File: src/ste_ram.sv
module ste_ram #(
    parameter int WIDTH = 32,
    parameter int DEPTH = 32
) (
    input  logic                                    i_clk,
    input  logic                                    i_we,
    input  logic [(DEPTH > 1 ? $clog2(DEPTH) : 1)-1:0] i_waddr,
    input  logic [WIDTH-1:0]                        i_wdata,
    input  logic [(DEPTH > 1 ? $clog2(DEPTH) : 1)-1:0] i_raddr,
    output logic [WIDTH-1:0]                        o_rdata
);

    logic [WIDTH-1:0] r_mem [DEPTH];
    logic [WIDTH-1:0] r_rdata;

    // One write port and one registered read port.
    always_ff @(posedge i_clk) begin
        if (i_we) begin
            r_mem[i_waddr] <= i_wdata;
        end
        r_rdata <= r_mem[i_raddr];
    end

    assign o_rdata = r_rdata;

endmodule

File: config.mk
export PLATFORM = sky130hd
export DESIGN_NAME = ste_ram
export DESIGN_NICKNAME = d
export VERILOG_FILES = /design/src/ste_ram.sv
export SDC_FILE = /design/constraint.sdc
export NUM_CORES = 1
export LEC_CHECK = 0
export BUFFER_PORTS_ARGS = -buffer_cell sky130_fd_sc_hd__buf_4
export CAP_MARGIN = 20
export CORE_MARGIN = 4
export CORE_UTILIZATION = 45
export DETAILED_ROUTE_END_ITERATION = 8
export PLACE_DENSITY = 0.66
export REMOVE_ABC_BUFFERS = 1
export SYNTH_ARGS = -nofsm -noshare
export SYNTH_HDL_FRONTEND = slang
export SYNTH_SLANG_ARGS = --single-unit
export TNS_END_PERCENT = 100
File: constraint.sdc
create_clock -name i_clk -period 2.3 [get_ports i_clk]
set_input_delay 0.115 -clock i_clk [delete_from_list [all_inputs] [get_ports i_clk]]
set_output_delay 0.115 -clock i_clk [all_outputs]
set_load 0.03 [all_outputs]
======== Yosys cells after proc, flatten, opt, wreduce, memory -nomap -nowiden ========
Memories as Yosys holds them, arrays and structs flattened. A register that Yosys moved wholly into a read port is not among the register bits.
Cells that the tools add are included.
word-level totals
  register bits after elaboration ......... 0
  bits in latches ......................... 0
  bits in writable memories ............... 1024
  bits in read-only memories .............. 0
  input port bits ......................... 44
  output and inout bits ................... 32
  logic and storage cells ................. 3
  memories ................................ 1
cells by class
  $add $sub $neg .......................... 0
  multipliers ............................. 0
  divide/modulo/power cells ............... 0
  $lt $le $gt $ge ......................... 0
  equal/unequal tests ..................... 0
  shifts and indexed selects .............. 0
  multiplexer cells ....................... 2
  bitwise gates (word level) .............. 0
  reductions and logical operators ........ 0
memories
  memory  words  width  read ports  clocked after Yosys merged registers in  wr ports  line  source
  r_mem   32     32     1           1                                        1         13    logic [WIDTH-1:0] r_mem [DEPTH];
operators by type and width
  cell    number
  $mux 1  2

======== Depth between registers and ports, before layout ========
  word-level depth ........................ 2
  mapped depth ............................ 8
  gate-level depth less buffers ........... 5

======== Worst setup path after synthesis ========
OpenSTA, ideal clock, no wires.
  path kind ............................... input port to flip-flop
  from .................................... input port i_waddr[1] in the netlist's numbering
  to ...................................... memory r_mem[12][0] (enable)
  setup time .............................. 0.421 ns
  arrival ................................. 2.128 ns
  data required time ...................... 1.879 ns
  slack ................................... -0.249 ns
  cell stages on the path ................. 3
  cells stage by stage .................... or3b_2 > clkbuf_1 > nor2_1
RTL lines
  item                line  source
  start: declaration  7     input logic [(DEPTH > 1 ? $clog2(DEPTH) : 1)-1:0] i_waddr,
  end: declaration    13
Straight into the memory's write port.

==> flow_metrics.env <==
export IMPL_outcome="finished clean"
export IMPL_die_y_um=308
export IMPL_crit_type="reg -> reg"
export IMPL_postSynthAreaPerCell_um2=17.9
export IMPL_synth_compound_area_share_pct=4.85
export IMPL_dp_hpwl_um=50300
export IMPL_drc=0
export IMPL_layout_drive_gt1_share_pct=15.2
export IMPL_tightest_slew_ns=0.759
export IMPL_fmax_mhz=697
export IMPL_numClockSinks=1056
export IMPL_gp_congestion=0.755
export IMPL_vias=21097
export IMPL_viasPerCell=5.69
export IMPL_combPwrFrac_pct=5.7
export IMPL_slew_headroom_pct=49.4
export IMPL_peakVddDrop_uv=605
export IMPL_wl_met2_um=43900
export IMPL_clk_latency_ns=0.64
export IMPL_synth_area_um2=40500
export IMPL_synthAdderAreaFrac_pct=0
export IMPL_htree_levels=3
export IMPL_synth_xor_area_share_pct=0
export IMPL_power_share_switching_pct=20.9
export IMPL_dp_cells=3490
export IMPL_wirelength_met1_um=40100
export IMPL_rows=109
export IMPL_cp_arrival_ns=1.91
export IMPL_finalHoldViolCount=0
export IMPL_synthCells=2260
export IMPL_ant_nets=0
export IMPL_place_ws_ns=0.363
export IMPL_wl_um=92100
export IMPL_first_global_vias=21101
export IMPL_grt_pass1_wl_um=136000
export IMPL_drt_iter0_drc=2001
export IMPL_core_area_um2=88800
export IMPL_numCtsBuffers=100
export IMPL_seq_area_frac_synth_pct=77.5
export IMPL_max_cap_viol_count=0
export IMPL_power_internal_mw=31.4
export IMPL_cp_startpoint="r_mem[6][19]"
export IMPL_rsz0062_at_grt="false"
export IMPL_worstSetupStartpointType="flip-flop"
export IMPL_gr_total_overflow=0
export IMPL_dieWidth_um=308
export IMPL_leakagePower_nw=16.4
export IMPL_clkPwrFrac_pct=40.1
export IMPL_worstReg2RegStart="r_mem[6][19]"
export IMPL_clock_skew_ns=0.0171
export IMPL_finalMaxSlewViolations=0
export IMPL_io_buffers=75
export IMPL_yosysWarnings=0
export IMPL_ios=76
export IMPL_synth_simple_area_share_pct=3.10
export IMPL_grt_start_max_net_pins=67
export IMPL_ctsRootBufferMaster="clkbuf_16"
export IMPL_synth_top_family_by_area="multiplexers"
export IMPL_fin_nets=2503
export IMPL_firstDrtPassIters=5
export IMPL_p_sw_mw=8.28
export IMPL_p_total_mw=39.7
export IMPL_endpoint_kind="flip-flop"
export IMPL_clkSlewWorstSetupHoldPaths_ns=0.06
export IMPL_muxShareOfSynthArea_pct=12.7
export IMPL_setup_viol=0
export IMPL_mostFrequentLayoutCell="edfxtp_1"
export IMPL_cts_max_path_buffers=3
export IMPL_area_growth_pct=16.3
export IMPL_finalNonFillerCells=3705
export IMPL_cts_tree="yes"
export IMPL_power_per_cell_area_nw_per_um2=843
export IMPL_timing_hold_ws_ns=0.0974
export IMPL_wl_met3_um=5960
export IMPL_ff2ff_path_depth=5
export IMPL_avgRoutedWirePerCell_um=24.9
export IMPL_worst_ep_required_time_ns=2.78
export IMPL_period_needed_ns=1.43
export IMPL_synth_cell_type_count=25
export IMPL_globalRouteTotalUtil_pct=19.3
export IMPL_synth_seq_cells=1056
export IMPL_worst_hold_path_num_cells=5
export IMPL_crit_path_max_fanout=1
export IMPL_start_util_pct=45.6
export IMPL_top_layer="met4"
export IMPL_most_common_layout_cells="1024 x edfxtp_1, 512 x mux2i_1, 139 x buf_4, 103 x clkbuf_16, 98 x nand3_1"
export IMPL_hold_class="in -> reg"
export IMPL_post_route_period_util_pct=62.4
export IMPL_dieArea_um2=94800
export IMPL_seqPwrFrac_pct=54.1
export IMPL_post_dp_cell_area_um2=43600
export IMPL_antenna_found_initial=0
export IMPL_hp_start="i_raddr[0]"
export IMPL_design_area_um2=47100
export IMPL_antennaDiodeCount=0
export IMPL_worst_slack_ns=0.865
-- worst paths after layout --
path | endpoint | slack (ns)
setup / recovery | o_rdata[19] | 0.87
hold / removal | o_rdata[25] | 0.1
setup reg to reg | o_rdata[19] | 0.87
hold reg to reg | o_rdata[26] | 0.59
-- Yosys cell counts --
cell type / instances / share of area [%]
a21oi_1: 96 / 1.2
a22o_1: 64 / 1.4
a22oi_1: 96 / 1.8
a31oi_1: 32 / 0.49
and2_1: 1 / 0.015
and2b_1: 1 / 0.019
buf_1: 5 / 0.046
buf_2: 26 / 0.32
buf_4: 33 / 0.61
buf_6: 15 / 0.42
clkbuf_1: 46 / 0.43
clkbuf_4: 2 / 0.037
dfxtp_1: 32 / 1.6
edfxtp_1: 1024 / 76
mux2i_1: 512 / 13
nand2_1: 98 / 0.91
nand2b_1: 2 / 0.031
nand3_1: 98 / 1.2
nand3b_1: 5 / 0.093
nor2_1: 34 / 0.32
nor2b_1: 1 / 0.015
nor3_1: 32 / 0.40
or2_2: 1 / 0.015
or3_1: 1 / 0.015
or3b_2: 3 / 0.065
-- cell type report --
cell class | count | area [um2]
Fill cell | 6840 | 41700
Sequential cell | 1056 | 31400
Multi-Input combinational cell | 1077 | 8610
Clock buffer | 136 | 2800
Timing Repair Buffer | 224 | 2420
Tap cell | 1165 | 1460
Clock inverter | 47 | 400
-- what timing repair did --
action,4_1_cts,5_1_grt
hold buffers,32,0
gates resized for setup,0,0
buffers inserted,0,0
hold endpoints to repair,1024,0
-- per-stage QoR --
stage / util, % / TNS (ns)
6_report: 53.0 / 0
5_1_grt: 53.0 / 0
4_1_cts: 53.0 / 0
3_5_place_dp: 49.1 / 0
3_3_place_gp: 49.1 / 0
2_1_floorplan: - / -158.73
-- routing by layer --
metal | vias to the layer above | track usage [%]
met1 | 10874 | 27.2
met4 | 0 | 5.40
li1 | 9387 | -
met3 | 144 | 3.30
met5 | - | 0
met2 | 692 | 31.1
-- critical path, cell delays in order (launching register included) --
cell      delay [ns]
edfxtp_1        0.37
mux2i_1         0.14
a22o_1          0.17
nor3_1          0.06
a31oi_1         0.33
nand3_1         0.20
-- power by group through the flow --
| stage | sequential [mW] | clock, mW | combinational, mW |
|---|---|---|---|
| 3_3_place_gp | 21.9 | 0 | 2.19 |
| 6_report | 21.5 | 15.9 | 2.28 |
| 4_1_cts | 21.5 | 16.2 | 2.29 |
| 5_1_grt | 21.5 | 17.1 | 2.44 |
| 3_5_place_dp | 21.9 | 0 | 2.24 |
| 2_1_floorplan | 22.0 | 0 | 0.860 |
-- sequential cells by signal, summed over array words and instances (netlist names) --
signal / flops
r_mem: 1024
o_rdata: 32
-- cells by family after synthesis --
family,after synthesis
AOI/OAI and AO/OA,288
buffers and inverters,127
DFF,1056
muxes,512
and+or+nand+nor,277
Note: power is estimated with default switching activity, not from simulation.
